===== config.mk =====
export PLATFORM = sky130hd
export DESIGN_NAME = lwbs_ctrl
export DESIGN_NICKNAME = d
export VERILOG_FILES = /design/src/rtl/lwbs_pkg.sv /design/src/rtl/lwbs_ctrl.sv
export SDC_FILE = /design/constraint.sdc
export NUM_CORES = 1
export LEC_CHECK = 0
export BUFFER_PORTS_ARGS = -buffer_cell sky130_fd_sc_hd__buf_4
export CAP_MARGIN = 30
export CORE_AREA = 4 4 42 44
export CTS_CLUSTER_DIAMETER = 200
export CTS_CLUSTER_SIZE = 14
export DETAILED_ROUTE_END_ITERATION = 10
export DIE_AREA = 0 0 46 48
export GPL_ROUTABILITY_DRIVEN = 0
export GPL_TIMING_DRIVEN = 0
export PLACE_DENSITY = 0.55
export SETUP_SLACK_MARGIN = 0.3
export SYNTH_ARGS = -nofsm -noshare
export SYNTH_HDL_FRONTEND = slang
export SYNTH_SLANG_ARGS = --single-unit

===== constraint.sdc =====
create_clock -name clock -period 3.8 [get_ports clock]
set_input_delay 0.19 -clock clock [delete_from_list [all_inputs] [get_ports clock]]
set_output_delay 0.19 -clock clock [all_outputs]
set_load 0.03 [all_outputs]

===== src/rtl/lwbs_pkg.sv =====
// Shared types and constants for the longest bounded-spread window block.
package lwbs_pkg;

   localparam int SAMPLE_W        = 30;
   localparam int LEN_W           = 11;
   localparam int MAX_LEN_DEFAULT = 1024;
   localparam int CSR_IDX_W       = 1;
   localparam int CSR_DATA_W      = 32;

   localparam logic [CSR_IDX_W-1:0] CSR_SPREAD_LIMIT = CSR_IDX_W'(0);
   localparam logic [CSR_IDX_W-1:0] CSR_MIN_LENGTH   = CSR_IDX_W'(1);

   typedef struct packed {
      logic [SAMPLE_W-1:0] sample;
      logic                last;
   } req_type;

   typedef struct packed {
      logic [LEN_W-1:0] best_length;
      logic             found;
      logic             overflow;
   } rsp_type;

   typedef struct packed {
      logic take;
      logic pop;
      logic push;
      logic advance;
      logic finish;
      logic set_overflow;
      logic emit;
   } cmd_type;

   typedef struct packed {
      logic full;
      logic max_pop;
      logic min_pop;
      logic over_limit;
      logic last;
      logic rsp_busy;
   } status_type;

endpackage


===== src/rtl/lwbs_ctrl.sv =====
// Sequencer for request intake, queue maintenance, window shrink and result issue.
module lwbs_ctrl (
   input  logic                  clock,
   input  logic                  reset,
   input  logic                  req_valid,
   input  logic                  req_last,
   output logic                  req_stall,
   input  lwbs_pkg::status_type  status,
   output lwbs_pkg::cmd_type     cmd
);
   import lwbs_pkg::*;

   typedef enum logic [4:0] {
      S_IDLE   = 5'b00001,
      S_POP    = 5'b00010,
      S_SETTLE = 5'b00100,
      S_SHRINK = 5'b01000,
      S_EMIT   = 5'b10000
   } state_type;

   state_type state_ff, state_in;

   always_comb begin
      state_in  = state_ff;
      cmd       = '0;
      req_stall = 1'b1;
      unique case (state_ff)
         S_IDLE: begin
            req_stall = 1'b0;
            if (req_valid) begin
               if (!status.full) begin
                  cmd.take = 1'b1;
                  state_in = S_POP;
               end else begin
                  cmd.set_overflow = 1'b1;
                  state_in = req_last ? S_EMIT : S_IDLE;
               end
            end
         end
         S_POP: begin
            cmd.pop = 1'b1;
            if (!status.max_pop && !status.min_pop) begin
               cmd.push = 1'b1;
               state_in = S_SETTLE;
            end
         end
         S_SETTLE: begin
            state_in = S_SHRINK;
         end
         S_SHRINK: begin
            if (status.over_limit) begin
               cmd.advance = 1'b1;
            end else begin
               cmd.finish = 1'b1;
               state_in   = status.last ? S_EMIT : S_IDLE;
            end
         end
         S_EMIT: begin
            if (!status.rsp_busy) begin
               cmd.emit = 1'b1;
               state_in = S_IDLE;
            end
         end
         default: begin
            state_in = S_IDLE;
         end
      endcase
   end

   always_ff @(posedge clock) begin
      if (reset) begin
         state_ff <= S_IDLE;
      end else begin
         state_ff <= state_in;
      end
   end

endmodule


# After elaboration in Yosys (flattened, before gate mapping)
# Index checks and enable logic that the tools add are counted.
[op_classes]
n_eq_ne = 9
n_mux = 22
n_reduce_logical = 4
[op_table]
columns = ["operator", "n"]
rows = [
  ["5-bit two-way mux", 7],
  ["5-bit case mux with 5 select lines", 1],
  ["1-bit two-way mux", 12],
  ["2-bit inequality test (second input constant)", 4],
  ["5-bit by 1-bit == test with 1-bit output (second input constant)", 1],
  ["5-bit by 2-bit == test with 1-bit output (second input constant)", 1],
  ["5-bit by 3-bit == test with 1-bit output (second input constant)", 1],
  ["5-bit by 4-bit == test with 1-bit output (second input constant)", 1],
  ["5-bit == test (second input constant)", 1],
  ["2-bit two-way mux", 2],
  ["4-bit AND reduction", 1],
  ["1-bit zero test", 2],
  ["1-bit logical AND", 1],
]
[word_totals]
regBits = 5
output_inout_bits = 8
wordCells = 36

# Logic depth before layout (Yosys ltp)
[depth]
word_depth = 4
depth_mapped = 6
mapped_depth_nobuf = 5

# Worst setup path before layout
# Ideal clock, no wire load.
[synth_timing]
path_type = "register to output"
from = "reg state_ff[0]"
to = "out cmd[0] in the netlist's numbering"
arrival_time_ns = 1.875
t_required_ns = 3.610
slack_ns = 1.735
path_stages_with_launch = 4
n_path_buf = 1
cell_sequence = "dfxtp_1 > or3_1 > buf_6 > nor4b_1"
[synth_rtl]
columns = ["element", "line", "rtl"]
rows = [
  ["from (decl)", "lwbs_ctrl.sv:21", "state_type state_ff, state_in;"],
  ["from (signal assigned)", "lwbs_ctrl.sv:74", "state_ff <= state_in;"],
  ["to (decl)", "lwbs_ctrl.sv:9", "output lwbs_pkg::cmd_type cmd"],
]

==> results.json <==
{
  "largest-register": "state_ff",
  "cts_buffers": 3,
  "largestRegisters": "state_ff (5)",
  "critical_path_required_ns": 3.61,
  "stdcell_area_um2": 579,
  "worst_pin_slew_ns": 0.272,
  "seqCellArea_um2": 100,
  "die_area_um2": 2210,
  "rows": 14,
  "port_buffers": 17,
  "layout_worst_path_cycle_share_pct": 47.7,
  "ios": 18,
  "synthToLayoutAreaGrowth_pct": 43.3,
  "wirelength_um": 993,
  "cts_resized": 0,
  "first_pass_iters": 3,
  "largest_reg_flops": 5,
  "reg2reg_depth": 5,
  "min_path_cells": 2,
  "synth_ff_type": "dfxtp_1",
  "postCtsHoldBufs": 0,
  "hold_viol": 0,
  "antenna_found_initial": 0,
  "slew_violations": 0,
  "clkTransAtPathRegs_ns": 0.05,
  "die_w_um": 46,
  "htreeDepth": 1,
  "synthArstFlopShare_pct": 0,
  "via_per_inst": 4.88,
  "powerDensity_nw_per_um2": 422,
  "drc_errors": 0,
  "critical_path.max_fanout": 8,
  "cts_buffer_depth": 2,
  "grt_max_degree": 11,
  "die_y_um": 48,
  "hold_path.class": "in2reg",
  "vias": 444,
  "reg2reg_slack_ns": 2.36,
  "fin_nets": 86,
  "holdWs_ns": 0.162,
  "yosys-top-cells-count": "dfxtp_1, inv_1, o21ai_0",
  "synth_top_area_share_pct": 24.8,
  "rsz0062_at_grt": "false",
  "p_leak_nw": 0.273,
  "syn_area_um2": 404,
  "drv_cap": 0,
  "multi_input_area_um2": 259,
  "yosysTopAreaCell": "dfxtp_1",
  "hpwlAfterDp_um": 766,
  "grt_pass1_wl_um": 1510,
  "grt_pass1_vias": 361,
  "wire_per_inst_um": 10.9,
  "antenna_left": 0,
  "place_area_um2": 552,
  "synth_area_leaders": "dfxtp_1, o21ai_0, nor3_1, inv_1, nor4b_1",
  "holdPathEnd": "state_ff[1]",
  "synth_edf_count": 0,
  "yosysUniqueCellTypes": 28,
  "clock_latency_ns": 0.24,
  "status": "finished, final reports clean",
  "syn_inst": 54,
  "avgSynthCellArea_um2": 7.48,
  "antenna_cells": 0,
  "grt-ovfl-total": 0,
  "drive_above_1_share_pct": 38.7,
  "ir_drop_mv": 0.155,
  "core-area_um2": 1440,
  "cp-end-kind": "primary output",
  "min-delay-start": "reset",
  "fillers": 158,
  "critical_path_class": "reg2out",
  "ys_ff_latch": 5,
  "cts.sinks": 5,
  "setup_violations": 0,
  "cts_root_buffer": "clkbuf_4",
  "syn_nets": 64,
  "fin_tns_setup_ns": 0,
  "tritoncts": "built",
  "gr-usage-all-layers_pct": 9.54,
  "ys_warn_count": 0,
  "fin_skew_ns": 0.00375,
  "ys_seq_area_share_pct": 24.8,
  "rr_endpoint": "state_ff[0]",
  "start_util_pct": 28.1,
  "r2r-start": "state_ff[0]",
  "fin_crit_ns": 1.81,
  "start_kind": "flip-flop",
  "cts_setup_buffers": 0,
  "critPathArrivalTime_ns": 1.62,
  "clock.fmax_ghz": 0.552,
  "drtIter0Drc": 2,
  "relSlewSlack_pct": 81.6
}
-- area by class of cell --
cell class	count	share of cell area (%)
buffer	4	4.54
clock buffer	3	3.89
clock inverter	1	0.864
inverter	5	3.24
multi-input combinational	40	44.7
sequential	5	17.3
tap	16	3.46
timing repair buffer	17	22.0
-- how the worst max path moves through the flow --
stage / start / end / slack [ns] / depth (start not counted)
floorplan: state_ff[0] / cmd[0] / 1.74 / 3
global placement: state_ff[0] / cmd[2] / 2.27 / 4
detailed placement: state_ff[0] / cmd[2] / 2.26 / 4
CTS: state_ff[0] / cmd[2] / 1.98 / 4
global route: state_ff[0] / cmd[2] / 1.86 / 4
finish: state_ff[0] / cmd[0] / 1.99 / 4
-- worst max-delay path, stage by stage, from the launching register on --
cell	delay (ns)
dfxtp_1	0.36
or3_1	0.40
buf_6	0.15
nor4b_1	0.26
buf_4	0.22
-- per-layer routing --
| layer | vias to the layer above | part of all wire [%] | GRT usage [%] |
|---|---|---|---|
| met5 | - | 0 | 0 |
| li1 | 237 | - | - |
| met4 | 0 | 0 | 0 |
| met3 | 0 | 12 | 5.64 |
| met2 | 20 | 41 | 14.6 |
| met1 | 187 | 47 | 12.3 |
-- power by group --
part | leakage [nW] | switching, mW | internal [mW]
Clock | 0.0177 | 0.0229 | 0.0381
Sequential | 0.0408 | 0.00862 | 0.0588
Combinational | 0.215 | 0.0629 | 0.0534
Total | 0.273 | 0.0944 | 0.150
-- cells by family (layout without fill, tap and decap cells) --
kind of cell | after synthesis | after routing | synth area share, %
buffers and inverters | 9 | 30 | 11.1
and+or+nand+nor | 24 | 24 | 38.1
DFF | 5 | 5 | 24.8
AOI/OAI and AO/OA | 15 | 15 | 23.8
xor gates and xnor gates | 1 | 1 | 2.17
-- per-stage QoR --
step | cells | total power [mW] | setup WS [ns] | util, %
global route | 91 | 0.266 | 1.86 | 40.3
CTS | 91 | 0.249 | 1.98 | 40.3
global placement | 87 | 0.185 | 2.27 | 38.4
finish | 91 | 0.245 | 1.99 | 40.3
detailed placement | 87 | 0.185 | 2.26 | 38.4
floorplan | 54 | 0.150 | 1.74 | -
-- placed cells by master, fill, tap and decap left out, types with 2 or more instances in the layout --
cell	instances
o21ai_0	5
buf_4	17
clkbuf_4	3
or2b_1	2
dfxtp_1	5
o22ai_1	2
nand3b_1	2
buf_2	3
nor4b_1	2
inv_1	5
nor3_1	4
nand2_1	4
a21oi_1	3
Power figures use the tool's default switching activity.
